### config.mk
export PLATFORM = sky130hd
export DESIGN_NAME = ebml_element_stream_parser
export DESIGN_NICKNAME = d
export VERILOG_FILES = /design/src/hdl/eesp_pkg.sv /design/src/hdl/eesp_front.sv /design/src/hdl/eesp_back.sv /design/src/hdl/ebml_element_stream_parser.sv
export SDC_FILE = /design/constraint.sdc
export NUM_CORES = 2
export LEC_CHECK = 0
export BUFFER_PORTS_ARGS = -buffer_cell sky130_fd_sc_hd__buf_2
export CAP_MARGIN = 40
export CORE_MARGIN = 2
export CORE_UTILIZATION = 30
export CTS_CLUSTER_SIZE = 12
export DETAILED_ROUTE_END_ITERATION = 8
export GPL_ROUTABILITY_DRIVEN = 0
export GPL_TIMING_DRIVEN = 0
export SETUP_SLACK_MARGIN = 0.1
export SYNTH_ARGS = -nofsm -noshare
export SYNTH_HDL_FRONTEND = slang
export SYNTH_HIERARCHICAL = 1
export SYNTH_SLANG_ARGS = --single-unit
### constraint.sdc
create_clock -name clk -period 13.6 [get_ports clk]
set_clock_uncertainty 0.15 [all_clocks]
set_input_delay 1.36 -clock clk [delete_from_list [all_inputs] [get_ports clk]]
set_output_delay 1.36 -clock clk [all_outputs]
set_load 0.01 [all_outputs]
### src/hdl/eesp_pkg.sv
// eesp_pkg: shared types, codes and helper function of the element stream parser
// no dependencies
`timescale 1ns / 1ps
`default_nettype none
package eesp_pkg;

  // stream actions
  typedef enum logic [2:0] {
    ACT_BYTE     = 3'd0,
    ACT_ENTER    = 3'd1,
    ACT_SKIP     = 3'd2,
    ACT_READ_U   = 3'd3,
    ACT_READ_S   = 3'd4,
    ACT_READ_RAW = 3'd5,
    ACT_END      = 3'd6,
    ACT_SET_POS  = 3'd7
  } action_t;

  // result kinds
  localparam logic [2:0] KIND_HEADER = 3'd0;
  localparam logic [2:0] KIND_INT    = 3'd1;
  localparam logic [2:0] KIND_BYTE   = 3'd2;
  localparam logic [2:0] KIND_ERROR  = 3'd3;
  localparam logic [2:0] KIND_END    = 3'd4;

  // error codes
  localparam logic [2:0] ERR_NONE      = 3'd0;
  localparam logic [2:0] ERR_ID_TAG    = 3'd1;
  localparam logic [2:0] ERR_LEN_TAG   = 3'd2;
  localparam logic [2:0] ERR_INT_SIZE  = 3'd3;
  localparam logic [2:0] ERR_TRUNCATED = 3'd4;
  localparam logic [2:0] ERR_UNKNOWN   = 3'd5;
  localparam logic [2:0] ERR_OVERFLOW  = 3'd6;

  // configuration register indexes
  localparam logic CFG_VOID_ID = 1'b0;
  localparam logic CFG_CRC_ID  = 1'b1;

  localparam logic [31:0] VOID_ID_RESET = 32'd236;
  localparam logic [31:0] CRC_ID_RESET  = 32'd191;

  localparam logic [3:0] CLOSED_SAT = 4'd14;
  localparam logic [3:0] CLOSED_END = 4'd15;

  typedef struct packed {
    action_t     action;
    logic [7:0]  data_byte;
    logic [63:0] new_position;
  } item_t;

  // classification done by the front end
  typedef struct packed {
    logic is_byte;
    logic is_cmd;
    logic is_end;
    logic is_set_pos;
  } class_t;

  typedef struct packed {
    item_t  item;
    class_t cls;
  } qent_t;

  typedef struct packed {
    logic [1:0] count;
  } front_stat_t;

  typedef struct packed {
    logic [3:0] depth;
  } back_stat_t;

  typedef struct packed {
    logic [2:0]         kind;
    logic [31:0]        element_id;
    logic [63:0]        data_length;
    logic               length_unknown;
    logic [3:0]         levels_closed;
    logic signed [63:0] int_value;
    logic [7:0]         payload_byte;
    logic               last_byte;
    logic [2:0]         error_code;
  } result_t;

  // size of a vint from its first byte, 9 when no marker bit is set
  // the highest set bit decides, so it is scanned last
  function automatic logic [3:0] lead_size(input logic [7:0] b);
    logic [3:0] n;
    n = 4'd9;
    for (int i = 0; i < 8; i++) begin
      if (b[i]) n = 4'(8 - i);
    end
    return n;
  endfunction

endpackage
`default_nettype wire

### src/hdl/eesp_front.sv
// eesp_front: accepts items, classifies the action and queues them for the back end
// depends on eesp_pkg
`timescale 1ns / 1ps
`default_nettype none
module eesp_front (
  input  wire logic                 clk,
  input  wire logic                 rst,
  input  wire logic                 in_valid,
  output logic                      in_stall,
  input  wire eesp_pkg::item_t      in_item,
  output logic                      q_valid,
  output eesp_pkg::qent_t           q_head,
  input  wire logic                 q_pop,
  output eesp_pkg::front_stat_t     stat
);
  import eesp_pkg::*;

  qent_t      slots [2];
  logic       wptr;
  logic       rptr;
  logic [1:0] count;
  logic       push;
  qent_t      ent;

  // classify the incoming action
  always_comb begin
    ent.item           = in_item;
    ent.cls.is_byte    = (in_item.action == ACT_BYTE);
    ent.cls.is_end     = (in_item.action == ACT_END);
    ent.cls.is_set_pos = (in_item.action == ACT_SET_POS);
    ent.cls.is_cmd     = !ent.cls.is_byte && !ent.cls.is_end && !ent.cls.is_set_pos;
  end

  assign in_stall   = (count == 2'd2);
  assign push       = in_valid && !in_stall;
  assign q_valid    = (count != 2'd0);
  assign q_head     = slots[rptr];
  assign stat.count = count;

  // two-entry queue storage
  always_ff @(posedge clk) begin
    if (push) slots[wptr] <= ent;
  end

  // queue pointers
  always_ff @(posedge clk) begin
    if (rst) begin
      wptr  <= 1'b0;
      rptr  <= 1'b0;
      count <= 2'd0;
    end else begin
      if (push) wptr <= !wptr;
      if (q_pop) rptr <= !rptr;
      count <= count + 2'(push) - 2'(q_pop);
    end
  end

endmodule
`default_nettype wire

### src/hdl/eesp_back.sv
// eesp_back: decodes ids and lengths, tracks nesting, runs commands, holds the result register
// depends on eesp_pkg
`timescale 1ns / 1ps
`default_nettype none
module eesp_back #(
  parameter int MAX_NESTING = 8
) (
  input  wire logic                 clk,
  input  wire logic                 rst,
  input  wire logic                 q_valid,
  input  wire eesp_pkg::qent_t      q_head,
  output logic                      q_pop,
  input  wire logic                 cfg_we,
  input  wire logic                 cfg_index,
  input  wire logic [31:0]          cfg_data,
  output logic                      out_valid,
  input  wire logic                 out_stall,
  output eesp_pkg::result_t         out_res,
  output eesp_pkg::back_stat_t      stat
);
  import eesp_pkg::*;

  localparam int IW = (MAX_NESTING > 1) ? $clog2(MAX_NESTING) : 1;
  localparam logic [3:0] MAX_D = 4'(MAX_NESTING);

  typedef enum logic [6:0] {
    PH_ID   = 7'b0000001,
    PH_LEN  = 7'b0000010,
    PH_CMD  = 7'b0000100,
    PH_SKIP = 7'b0001000,
    PH_INT  = 7'b0010000,
    PH_RAW  = 7'b0100000,
    PH_ERR  = 7'b1000000
  } phase_t;

  phase_t      phase, phase_next;
  logic [63:0] position, position_next;
  logic [31:0] id_acc, id_acc_next;
  logic [63:0] len_acc, len_acc_next;
  logic [3:0]  fbl, fbl_next;
  logic [3:0]  ones, ones_next;
  logic [3:0]  len_size, len_size_next;
  logic        len_unk, len_unk_next;
  logic [63:0] payload_left, payload_left_next;
  logic        rd_signed, rd_signed_next;
  logic [63:0] val_acc, val_acc_next;
  logic [3:0]  pending, pending_next;
  logic [3:0]  depth, depth_next;
  logic [63:0] level_ends [MAX_NESTING];
  logic [31:0] void_id;
  logic [31:0] crc_id;

  logic        go;
  logic        has_res;
  result_t     res;
  logic        push_end;
  logic [63:0] push_val;
  logic [3:0]  dm1;
  logic        pop_hit;
  logic [7:0]  b;
  logic [3:0]  n;
  logic [7:0]  mask;
  logic        done;
  logic [63:0] len_new;
  logic [3:0]  ones_new;
  logic [3:0]  size_new;
  logic        unk_new;
  logic [64:0] end_sum;
  logic [63:0] pl_dec;
  logic [63:0] v;

  assign stat.depth = depth;
  assign dm1        = depth - 4'd1;
  assign pop_hit    = (depth != 4'd0) && (position >= level_ends[dm1[IW-1:0]]);
  assign go         = q_valid && (!out_valid || !out_stall);
  assign b          = q_head.item.data_byte;
  assign pl_dec     = payload_left - 64'd1;

  // main decode and command logic
  always_comb begin
    phase_next        = phase;
    position_next     = position;
    id_acc_next       = id_acc;
    len_acc_next      = len_acc;
    fbl_next          = fbl;
    ones_next         = ones;
    len_size_next     = len_size;
    len_unk_next      = len_unk;
    payload_left_next = payload_left;
    rd_signed_next    = rd_signed;
    val_acc_next      = val_acc;
    pending_next      = pending;
    depth_next        = depth;
    q_pop             = 1'b0;
    has_res           = 1'b0;
    res               = '0;
    push_end          = 1'b0;
    push_val          = '0;
    n                 = lead_size(b);
    mask              = 8'h80 >> (n - 4'd1);
    done              = 1'b0;
    len_new           = len_acc;
    ones_new          = ones;
    size_new          = len_size;
    unk_new           = 1'b0;
    end_sum           = {1'b0, position} + {1'b0, len_acc};
    v                 = '0;
    if (go) begin
      if (q_head.cls.is_set_pos) begin
        q_pop             = 1'b1;
        phase_next        = PH_ID;
        position_next     = q_head.item.new_position;
        id_acc_next       = '0;
        len_acc_next      = '0;
        fbl_next          = '0;
        ones_next         = '0;
        len_size_next     = '0;
        len_unk_next      = 1'b0;
        payload_left_next = '0;
        rd_signed_next    = 1'b0;
        val_acc_next      = '0;
        pending_next      = '0;
        depth_next        = '0;
      end else if (phase == PH_ERR) begin
        q_pop = 1'b1;
      end else if (q_head.cls.is_end) begin
        q_pop = 1'b1;
        has_res = 1'b1;
        if ((phase == PH_ID && fbl == 4'd0) ||
            (phase == PH_CMD && payload_left == 64'd0 && !len_unk)) begin
          phase_next        = PH_ID;
          res.kind          = KIND_END;
          res.levels_closed = CLOSED_END;
        end else begin
          phase_next     = PH_ERR;
          res.kind       = KIND_ERROR;
          res.error_code = ERR_TRUNCATED;
        end
      end else if (q_head.cls.is_cmd) begin
        q_pop = 1'b1;
        if (phase == PH_CMD) begin
          if (q_head.item.action == ACT_ENTER) begin
            if (depth >= MAX_D) begin
              has_res        = 1'b1;
              phase_next     = PH_ERR;
              res.kind       = KIND_ERROR;
              res.error_code = ERR_OVERFLOW;
            end else begin
              push_end   = 1'b1;
              push_val   = (len_unk || end_sum[64]) ? '1 : end_sum[63:0];
              depth_next = depth + 4'd1;
              phase_next = PH_ID;
            end
          end else if (len_unk) begin
            has_res        = 1'b1;
            phase_next     = PH_ERR;
            res.kind       = KIND_ERROR;
            res.error_code = ERR_UNKNOWN;
          end else if (q_head.item.action == ACT_READ_U ||
                       q_head.item.action == ACT_READ_S) begin
            if (len_acc < 64'd1 || len_acc > 64'd8) begin
              has_res        = 1'b1;
              phase_next     = PH_ERR;
              res.kind       = KIND_ERROR;
              res.error_code = ERR_INT_SIZE;
            end else begin
              val_acc_next   = '0;
              rd_signed_next = (q_head.item.action == ACT_READ_S);
              phase_next     = PH_INT;
            end
          end else if (payload_left == 64'd0) begin
            phase_next = PH_ID;
          end else begin
            phase_next = (q_head.item.action == ACT_SKIP) ? PH_SKIP : PH_RAW;
          end
        end
      end else begin
        // stream byte
        case (phase)
          PH_ID: begin
            if (fbl == 4'd0) begin
              if (n > 4'd4) begin
                q_pop          = 1'b1;
                has_res        = 1'b1;
                phase_next     = PH_ERR;
                res.kind       = KIND_ERROR;
                res.error_code = ERR_ID_TAG;
              end else if (pop_hit) begin
                // close one nesting level per cycle while the output is not stalled, byte stays queued
                depth_next   = dm1;
                pending_next = (pending < CLOSED_SAT) ? pending + 4'd1 : pending;
              end else begin
                q_pop         = 1'b1;
                position_next = position + 64'd1;
                id_acc_next   = {24'd0, b};
                fbl_next      = n - 4'd1;
                if (n == 4'd1) phase_next = PH_LEN;
              end
            end else begin
              q_pop         = 1'b1;
              position_next = position + 64'd1;
              id_acc_next   = {id_acc[23:0], b};
              fbl_next      = fbl - 4'd1;
              if (fbl == 4'd1) phase_next = PH_LEN;
            end
          end
          PH_LEN: begin
            q_pop = 1'b1;
            if (len_size == 4'd0 && n > 4'd8) begin
              has_res        = 1'b1;
              phase_next     = PH_ERR;
              res.kind       = KIND_ERROR;
              res.error_code = ERR_LEN_TAG;
            end else begin
              position_next = position + 64'd1;
              if (len_size == 4'd0) begin
                len_new  = {56'd0, b & (mask - 8'd1)};
                ones_new = (len_new[7:0] == (mask - 8'd1)) ? 4'd1 : 4'd0;
                size_new = n;
                fbl_next = n - 4'd1;
                done     = (n == 4'd1);
              end else begin
                len_new  = {len_acc[55:0], b};
                ones_new = (b == 8'hff) ? ones + 4'd1 : ones;
                size_new = len_size;
                fbl_next = fbl - 4'd1;
                done     = (fbl == 4'd1);
              end
              len_acc_next  = len_new;
              ones_next     = ones_new;
              len_size_next = size_new;
              if (done) begin
                unk_new           = (ones_new == size_new);
                len_unk_next      = unk_new;
                len_size_next     = 4'd0;
                payload_left_next = len_new;
                if (id_acc == void_id || id_acc == crc_id) begin
                  if (unk_new) begin
                    has_res        = 1'b1;
                    phase_next     = PH_ERR;
                    res.kind       = KIND_ERROR;
                    res.error_code = ERR_UNKNOWN;
                  end else begin
                    phase_next = (len_new != 64'd0) ? PH_SKIP : PH_ID;
                  end
                end else begin
                  has_res            = 1'b1;
                  res.kind           = KIND_HEADER;
                  res.element_id     = id_acc;
                  res.data_length    = unk_new ? '1 : len_new;
                  res.length_unknown = unk_new;
                  res.levels_closed  = pending;
                  pending_next       = 4'd0;
                  phase_next         = PH_CMD;
                end
              end
            end
          end
          PH_SKIP: begin
            q_pop             = 1'b1;
            position_next     = position + 64'd1;
            payload_left_next = pl_dec;
            if (pl_dec == 64'd0) phase_next = PH_ID;
          end
          PH_INT: begin
            q_pop             = 1'b1;
            position_next     = position + 64'd1;
            val_acc_next      = {val_acc[55:0], b};
            payload_left_next = pl_dec;
            if (pl_dec == 64'd0) begin
              v = {val_acc[55:0], b};
              // sign extension from the top bit of the payload
              if (rd_signed) begin
                for (int k = 1; k < 8; k++) begin
                  if (len_acc[3:0] == 4'(k) && v[8*k-1]) v = v | ~((64'd1 << (8*k)) - 64'd1);
                end
              end
              has_res         = 1'b1;
              res.kind        = KIND_INT;
              res.element_id  = id_acc;
              res.data_length = len_unk ? '1 : len_acc;
              res.int_value   = v;
              phase_next      = PH_ID;
              rd_signed_next  = 1'b0;
            end
          end
          PH_RAW: begin
            q_pop             = 1'b1;
            position_next     = position + 64'd1;
            payload_left_next = pl_dec;
            has_res           = 1'b1;
            res.kind          = KIND_BYTE;
            res.element_id    = id_acc;
            res.data_length   = len_unk ? '1 : len_acc;
            res.payload_byte  = b;
            res.last_byte     = (pl_dec == 64'd0);
            if (pl_dec == 64'd0) phase_next = PH_ID;
          end
          default: begin
            // byte while a command is awaited is dropped
            q_pop = 1'b1;
          end
        endcase
      end
    end
  end

  // parser state
  always_ff @(posedge clk) begin
    if (rst) begin
      phase        <= PH_ID;
      position     <= '0;
      id_acc       <= '0;
      len_acc      <= '0;
      fbl          <= '0;
      ones         <= '0;
      len_size     <= '0;
      len_unk      <= 1'b0;
      payload_left <= '0;
      rd_signed    <= 1'b0;
      val_acc      <= '0;
      pending      <= '0;
      depth        <= '0;
    end else begin
      phase        <= phase_next;
      position     <= position_next;
      id_acc       <= id_acc_next;
      len_acc      <= len_acc_next;
      fbl          <= fbl_next;
      ones         <= ones_next;
      len_size     <= len_size_next;
      len_unk      <= len_unk_next;
      payload_left <= payload_left_next;
      rd_signed    <= rd_signed_next;
      val_acc      <= val_acc_next;
      pending      <= pending_next;
      depth        <= depth_next;
    end
  end

  // nesting end offsets
  always_ff @(posedge clk) begin
    if (push_end) level_ends[depth[IW-1:0]] <= push_val;
  end

  // configuration registers
  always_ff @(posedge clk) begin
    if (rst) begin
      void_id <= VOID_ID_RESET;
      crc_id  <= CRC_ID_RESET;
    end else if (cfg_we) begin
      if (cfg_index == CFG_VOID_ID) void_id <= cfg_data;
      if (cfg_index == CFG_CRC_ID) crc_id <= cfg_data;
    end
  end

  // output register
  always_ff @(posedge clk) begin
    if (rst) begin
      out_valid <= 1'b0;
    end else if (has_res) begin
      out_valid <= 1'b1;
    end else if (!out_stall) begin
      out_valid <= 1'b0;
    end
  end

  always_ff @(posedge clk) begin
    if (has_res) out_res <= res;
  end

endmodule
`default_nettype wire

### src/hdl/ebml_element_stream_parser.sv
// ebml_element_stream_parser: top level, front queue plus parser back end
// depends on eesp_pkg, eesp_front, eesp_back
//
// channel  handshake             payload
// in       in_valid / in_stall   action, data_byte, new_position
// out      out_valid / out_stall kind .. error_code
// cfg      cfg_valid / cfg_ready cfg_index, cfg_data
//
// one item per cycle through the two-entry queue and the parser while the output is not stalled
// the first id byte stays queued while nesting levels are closed (one end compare a cycle)
// a result waits in the output register; the parser holds while it is stalled
// rst is synchronous, clears the queue and parser state and resets the config registers to their defaults
`timescale 1ns / 1ps
`default_nettype none
module ebml_element_stream_parser #(
  parameter int MAX_NESTING = 8
) (
  input  wire logic               clk,
  input  wire logic               rst,
  input  wire logic               in_valid,
  output logic                    in_stall,
  input  wire logic [2:0]         action,
  input  wire logic [7:0]         data_byte,
  input  wire logic [63:0]        new_position,
  output logic                    out_valid,
  input  wire logic               out_stall,
  output logic [2:0]              kind,
  output logic [31:0]             element_id,
  output logic [63:0]             data_length,
  output logic                    length_unknown,
  output logic [3:0]              levels_closed,
  output logic signed [63:0]      int_value,
  output logic [7:0]              payload_byte,
  output logic                    last_byte,
  output logic [2:0]              error_code,
  input  wire logic               cfg_valid,
  output logic                    cfg_ready,
  input  wire logic               cfg_index,
  input  wire logic [31:0]        cfg_data
);
  import eesp_pkg::*;

  item_t       in_item;
  logic        q_valid;
  qent_t       q_head;
  logic        q_pop;
  front_stat_t fstat;
  back_stat_t  bstat;
  result_t     res;

  assign cfg_ready            = 1'b1;
  assign in_item.action       = action_t'(action);
  assign in_item.data_byte    = data_byte;
  assign in_item.new_position = new_position;

  eesp_front u_front (
    .clk      (clk),
    .rst      (rst),
    .in_valid (in_valid),
    .in_stall (in_stall),
    .in_item  (in_item),
    .q_valid  (q_valid),
    .q_head   (q_head),
    .q_pop    (q_pop),
    .stat     (fstat)
  );

  eesp_back #(
    .MAX_NESTING (MAX_NESTING)
  ) u_back (
    .clk       (clk),
    .rst       (rst),
    .q_valid   (q_valid),
    .q_head    (q_head),
    .q_pop     (q_pop),
    .cfg_we    (cfg_valid && cfg_ready),
    .cfg_index (cfg_index),
    .cfg_data  (cfg_data),
    .out_valid (out_valid),
    .out_stall (out_stall),
    .out_res   (res),
    .stat      (bstat)
  );

  assign kind           = res.kind;
  assign element_id     = res.element_id;
  assign data_length    = res.data_length;
  assign length_unknown = res.length_unknown;
  assign levels_closed  = res.levels_closed;
  assign int_value      = res.int_value;
  assign payload_byte   = res.payload_byte;
  assign last_byte      = res.last_byte;
  assign error_code     = res.error_code;

  // error results carry a code, others none
  a_err_code: assert property (@(posedge clk) disable iff (rst)
    out_valid && kind == KIND_ERROR |-> error_code != ERR_NONE)
    else $error("error result without code");

  a_no_code: assert property (@(posedge clk) disable iff (rst)
    out_valid && kind != KIND_ERROR |-> error_code == ERR_NONE)
    else $error("code on non-error result");

  // nesting never exceeds the stack
  a_depth: assert property (@(posedge clk) disable iff (rst)
    bstat.depth <= 4'(MAX_NESTING))
    else $error("nesting depth overflow");

  // queue never pops empty
  a_pop: assert property (@(posedge clk) disable iff (rst)
    q_pop |-> fstat.count != 2'd0)
    else $error("queue underflow");

endmodule
`default_nettype wire
# Yosys cells after proc, flatten, opt, wreduce, memory -nomap -nowiden
# Memory sizes are Yosys's and may differ from the RTL's. A register that Yosys moved wholly into a read port is not among the register bits.
# Index checks and enable logic that the tools add are counted.
[totals]
ff_bits = 558
latchBits = 0
ram_bits = 670
mem_bits_ro = 0
out_inout_bits = 183
mem_count = 2
[op_classes]
add_sub_neg = 12
mul = 0
div = 0
magnitude_cmp = 7
n_eq_ne = 58
n_shift = 1
muxes = 323
bitwise = 8
reduce_logical = 70
[mem_list]
columns = ["name", "depth", "width", "read_ports", "rd_clocked_by_memory_dff", "write_ports", "line", "source"]
rows = [
  ["u_back.level_ends", 8, 64, 1, 0, 1, "eesp_back.sv:49", "logic [63:0] level_ends [MAX_NESTING];"],
  ["u_front.slots", 2, 79, 1, 1, 1, "eesp_front.sv:18", "qent_t slots [2];"],
]
[ops]
columns = ["op", "count"]
rows = [
  ["2-to-1 mux 64 bit", 97],
  ["2-to-1 mux 56 bit", 10],
  ["2-to-1 mux 4 bit", 72],
  ["case mux 96 bit (3 select lines)", 1],
  ["2-to-1 mux 32 bit", 8],
  ["2-to-1 mux 101 bit", 2],
  ["case mux 64 bit (3 select lines)", 1],
  ["2-to-1 mux 7 bit", 22],
  ["zero test 64 bit", 2],
  ["case mux 64 bit (2 select lines)", 1],
  ["2-to-1 mux 104 bit", 1],
  ["2-to-1 mux 97 bit", 1],
  ["2-to-1 mux 77 bit", 1],
  ["2-to-1 mux 1 bit", 72],
  ["2-to-1 mux 3 bit", 22],
  ["adder 64 x 64 -> 65 bit", 1],
  ["adder 64 x 1 -> 64 bit (second input constant)", 1],
  ["equality test 32 bit", 2],
  [">= comparator 64 bit", 1],
  ["greater-than comparator 64 x 4 -> 1 bit (second input constant)", 1],
  ["< comparator 64 x 1 -> 1 bit (second input constant)", 1],
  ["nonzero test 64 bit", 1],
  ["subtractor 64 x 1 -> 64 bit (second input constant)", 1],
  ["inequality test 3 bit (second input constant)", 12],
  ["67 further kinds", 145],
]

# Logic depth before layout (Yosys ltp)
[logic_depth]
ltp_word = 68
depth_mapped = 28

# By module
# Netlist, hierarchy kept.
[modules_own_cells]
columns = ["mod", "instances", "cells_each", "area_per_inst_um2", "seq_area_each_um2"]
rows = [
  ["eesp_back", 1, 4641, 51528.2, 28267.1],
  ["eesp_front", 1, 277, 5987.0, 4844.6],
  ["ebml_element_stream_parser", 1, 2, 11.3, 0.0],
]

# Worst setup path before layout
# Ideal clock, no wire load.
[synth_timing]
path_kind = "register to register"
startpoint = "reg with a tool-made name"
endpoint = "reg u_back/out_res[0] (netlist bit), enable pin"
setup_time_ns = 0.785
t_arrival_ns = 13.870
setup_slack_ns = -1.205
stages_incl_launch_ff = 28
n_path_buf = 6
period_less_slack_ns = 14.805
path_cell_list = "dfxtp_1 -> buf_6 -> buf_6 -> buf_6 -> mux2_4 -> clkbuf_1 -> nand2b_1 -> a21o_1 -> a21oi_1 -> nor2_1 -> nor2_1 -> ha_1 -> clkbuf_1 -> nand2_1 -> a211oi_1 -> o21ai_0 -> ha_1 -> clkbuf_1 -> nand2_1 -> xor2_1 -> a311oi_1 -> a21oi_1 -> o22ai_1 -> or4_1 -> a31oi_2 -> or2_2 -> a211oi_1 -> o22ai_1"
[synth_lines]
columns = ["item", "line", "source"]
rows = [
  ["end signal: assignment", "eesp_back.sv:369", "if (has_res) out_res <= res;"],
  ["end: declaration", "eesp_back.sv:18", "output eesp_pkg::result_t out_res,"],
]

# Worst setup path in the final report
[layout_timing]
startpoint = "reg u_back.depth[0] (netlist: u_back/stat[0])"
endpoint = "reg u_back.position[10]"
[layout_between]
elab_chain_cells = 6
elab_cells_between_ends = 7
cone_classes = "1 x add/sub; 1 x order compare; 1 x eq/ne; 3 x reduce/logical; 1 x memory"
[layout_lines]
columns = ["item", "line", "source"]
rows = [
  ["start: declaration", "eesp_back.sv:48", "logic [3:0] depth, depth_next;"],
  ["start signal: assignment", "eesp_back.sv:337", "depth <= depth_next;"],
  ["subtractor 4 x 1 -> 4 bit", "eesp_back.sv:73", "assign dm1 = depth - 4'd1;"],
  ["memory (8 x 64 bit)", "--", ""],
  [">= comparator 64 bit", "eesp_back.sv:74", "assign pop_hit = (depth != 4'd0) && (position >= level_ends[dm1[IW-1:0]]);"],
  ["logical AND 1 bit (*)", "eesp_back.sv:74", ""],
  ["inequality test 4 bit (no source line) (*)", "--", ""],
  ["AND reduction 8 bit (no source line) (*)", "--", ""],
  ["end signal: assignment", "eesp_back.sv:326", "position <= position_next;"],
  ["end: declaration", "eesp_back.sv:37", "logic [63:0] position, position_next;"],
]
# Every way passes the cells marked *; elsewhere a longest branch is shown, timed or not.
# A chain may end at the register's enable or synchronous reset.

==> impl_metrics.toml <==
[outcome]
status = "completed"

[grt]
grt_usage_pct = 19.28
grt_pass1_vias = 42340
grt_overflow = 0
grt_max_degree = 63
antenna_found_initial = 8
grt_pass1_wl_mm = 283.3

[route]
dr.pass1.iters = 7
wire_per_inst_um = 24.09
drt_iter0_drc = 5664
drtAntennaViolNets = 0
vias_per_cell = 5.523
wl_mm = 194.6
drc = 0
vias = 44630

[layout]
multi_input_comb_area_mm2 = 0.02289
regArea_mm2 = 0.03305
final_cells = 8081
area_delta_synth_final_pct = 18.12
n_fill_cell = 18550
drive_above_1_share_pct = 15.68
fin_nets = 5720
final_common_cell = "edfxtp_1"
layout_common_cells = "848 x edfxtp_1, 422 x a21oi_1, 388 x nand2_1"

[placement]
place_ws_ns = 5.036
io_buffer_count = 294
place_inst = 7829
dp_hpwl_mm = 146.6

[cts]
postCtsResizedCells = 0
htree_levels = 4
clock_latency_ns = 0.78
cts_made_buffers = 137
hold_buffers = 0
path_clk_slew_ns = 0.06
cts.sinks = 1227
clockBufferDepth = 3
cts_setup_buffers = 0
cts_tree = "built"
cts-root-buf = "clkbuf_16"

[die]
rows = 160
io-pin-count = 296
fp.coreArea_mm2 = 0.1902
die_h_um = 441.6
die_area_mm2 = 0.1950
start_util_pct = 30.21
fp.dieW_um = 441.6

[setup_path]
cp_top_family = "buffers and inverters"
arrival_ns = 9.32
r2r_start = "u_back/stat[0]"
cp-startpoint = "u_back/stat[0]"
slowest_stage = "o21ai_1"
crit_type = "reg -> reg"
max_stage_delay_ns = 0.80
path_max_fanout = 10
cp-end-kind = "register"
cp_cell_sequence = "clkbuf_1 > clkbuf_1 > inv_1 > ha_1 > clkbuf_1 > clkbuf_1 > mux4_2 > mux2i_1 > ha_1 > nand2_1 > nor3_1 > nand4_1 > or4_1 > nor4_1 > a211oi_1 > o21ai_1 > o31a_1 > clkbuf_1 > clkbuf_1 > o211ai_1 > o21ai_0"
critPathBufInv = 7
reg2reg_slack_ns = 4.83
r2r_cells = 21
reg2reg_to = "u_back/position[10]"
crit_required_ns = 14.15
cp_common_cell = "clkbuf_1"
cp-start-kind = "register"

[sta]
timing.hold.ws_ns = 0.3029
rsz0062_at_grt = "false"
setup_ws_ns = 4.832
final_max_slew_viol_count = 0
min_period_ns = 8.768
worstMarginPinSlew_ns = 1.037
fmax_mhz = 114.1
max_slew_margin_pct = 30.83
setup_viol = 0
fin_crit_sh_pct = 64.47
hold_viol = 0

[logic_synthesis]
synthCells = 4917
netlist_area_mm2 = 0.05746
yosysWarnings = 6
synth.avg_cell_area_um2 = 11.68
syn-num-nets = 5178

[min_path]
hold_class = "reg -> reg"
worstHoldStart = "u_back/val_acc[49]"
hold-path-cell-count = 2
min_to = "u_back/val_acc[49]"

[pwr]
power.density_mw_per_mm2 = 173.6
p_leak_nw = 22.29
vdd_ir_drop_max_mv = 0.1339

[flow_run]
drv_cap = 0
final cells by class:
type	count	area share, %
sequential	1227	48.70
multi-input combinational	3285	33.72
clock buffer	187	5.560
tap	2511	4.629
timing repair buffer	403	4.037
buffer	339	1.991
clock inverter	59	0.9789
inverter	66	0.3687
antenna	4	0.01475
worst register-to-register path, cell delays in order, from the launching register on:
cell and delay (ns):
dfxtp_1 0.33, clkbuf_1 0.18, clkbuf_1 0.61, inv_1 0.20, ha_1 0.48, clkbuf_1 0.61
clkbuf_1 0.72, mux4_2 0.43, mux2i_1 0.29, ha_1 0.19, nand2_1 0.08, nor3_1 0.38
nand4_1 0.19, or4_1 0.65, nor4_1 0.34, a211oi_1 0.19, o21ai_1 0.80, o31a_1 0.49
clkbuf_1 0.50, clkbuf_1 0.57, o211ai_1 0.20, o21ai_0 0.11
worst max path at each step:
stage                                           to  slack (ns)  cells after the start
after floorplan                  u_back/out_res[0]        3.17                     27
after global placement    u_back/level_ends[0][35]       -3.65                      9
after detailed placement       u_back/position[34]        5.04                     21
after CTS                      u_back/position[34]        4.97                     21
after global routing            u_back/out_res[61]        4.44                     31
final                          u_back/position[10]        4.83                     21
power by group:
part,switching (mW),total [mW],internal (mW)
Sequential,0.322,4.59,4.27
Clock,1.53,3.67,2.14
Combinational,2.35,3.52,1.17
per-layer routing:
metal	routed length (um)	GRT usage, %
met1	76090	24.56
met2	89450	31.01
met3	17010	3.545
met4	12060	10.49
met5	29	0
flip-flops by register name, indices dropped and copies added (netlist names), 7 cells and up, named ones only:
register	flops
u_back/level_ends	512
u_back/phase	7
u_back/void_id	32
u_back/out_res	180
u_front/slots	156
u_back/crc_id	32
u_back/val_acc	56
u_back/position	64
u_back/id_acc	32
u_back/len_acc	64
u_back/payload_left	64
stage by stage:
step                cell area [um2]  power [mW]  util, %  TNS [ns]
floorplan                     57460       6.743        -         0
global placement              62070       7.968    32.64   -359.04
detailed placement            63410       8.094    33.34         0
CTS                           67850       11.77    35.67         0
global route                  67860       12.24    35.68         0
finish                        67870       11.78    35.69         0
Power figures use the tool's default switching activity.
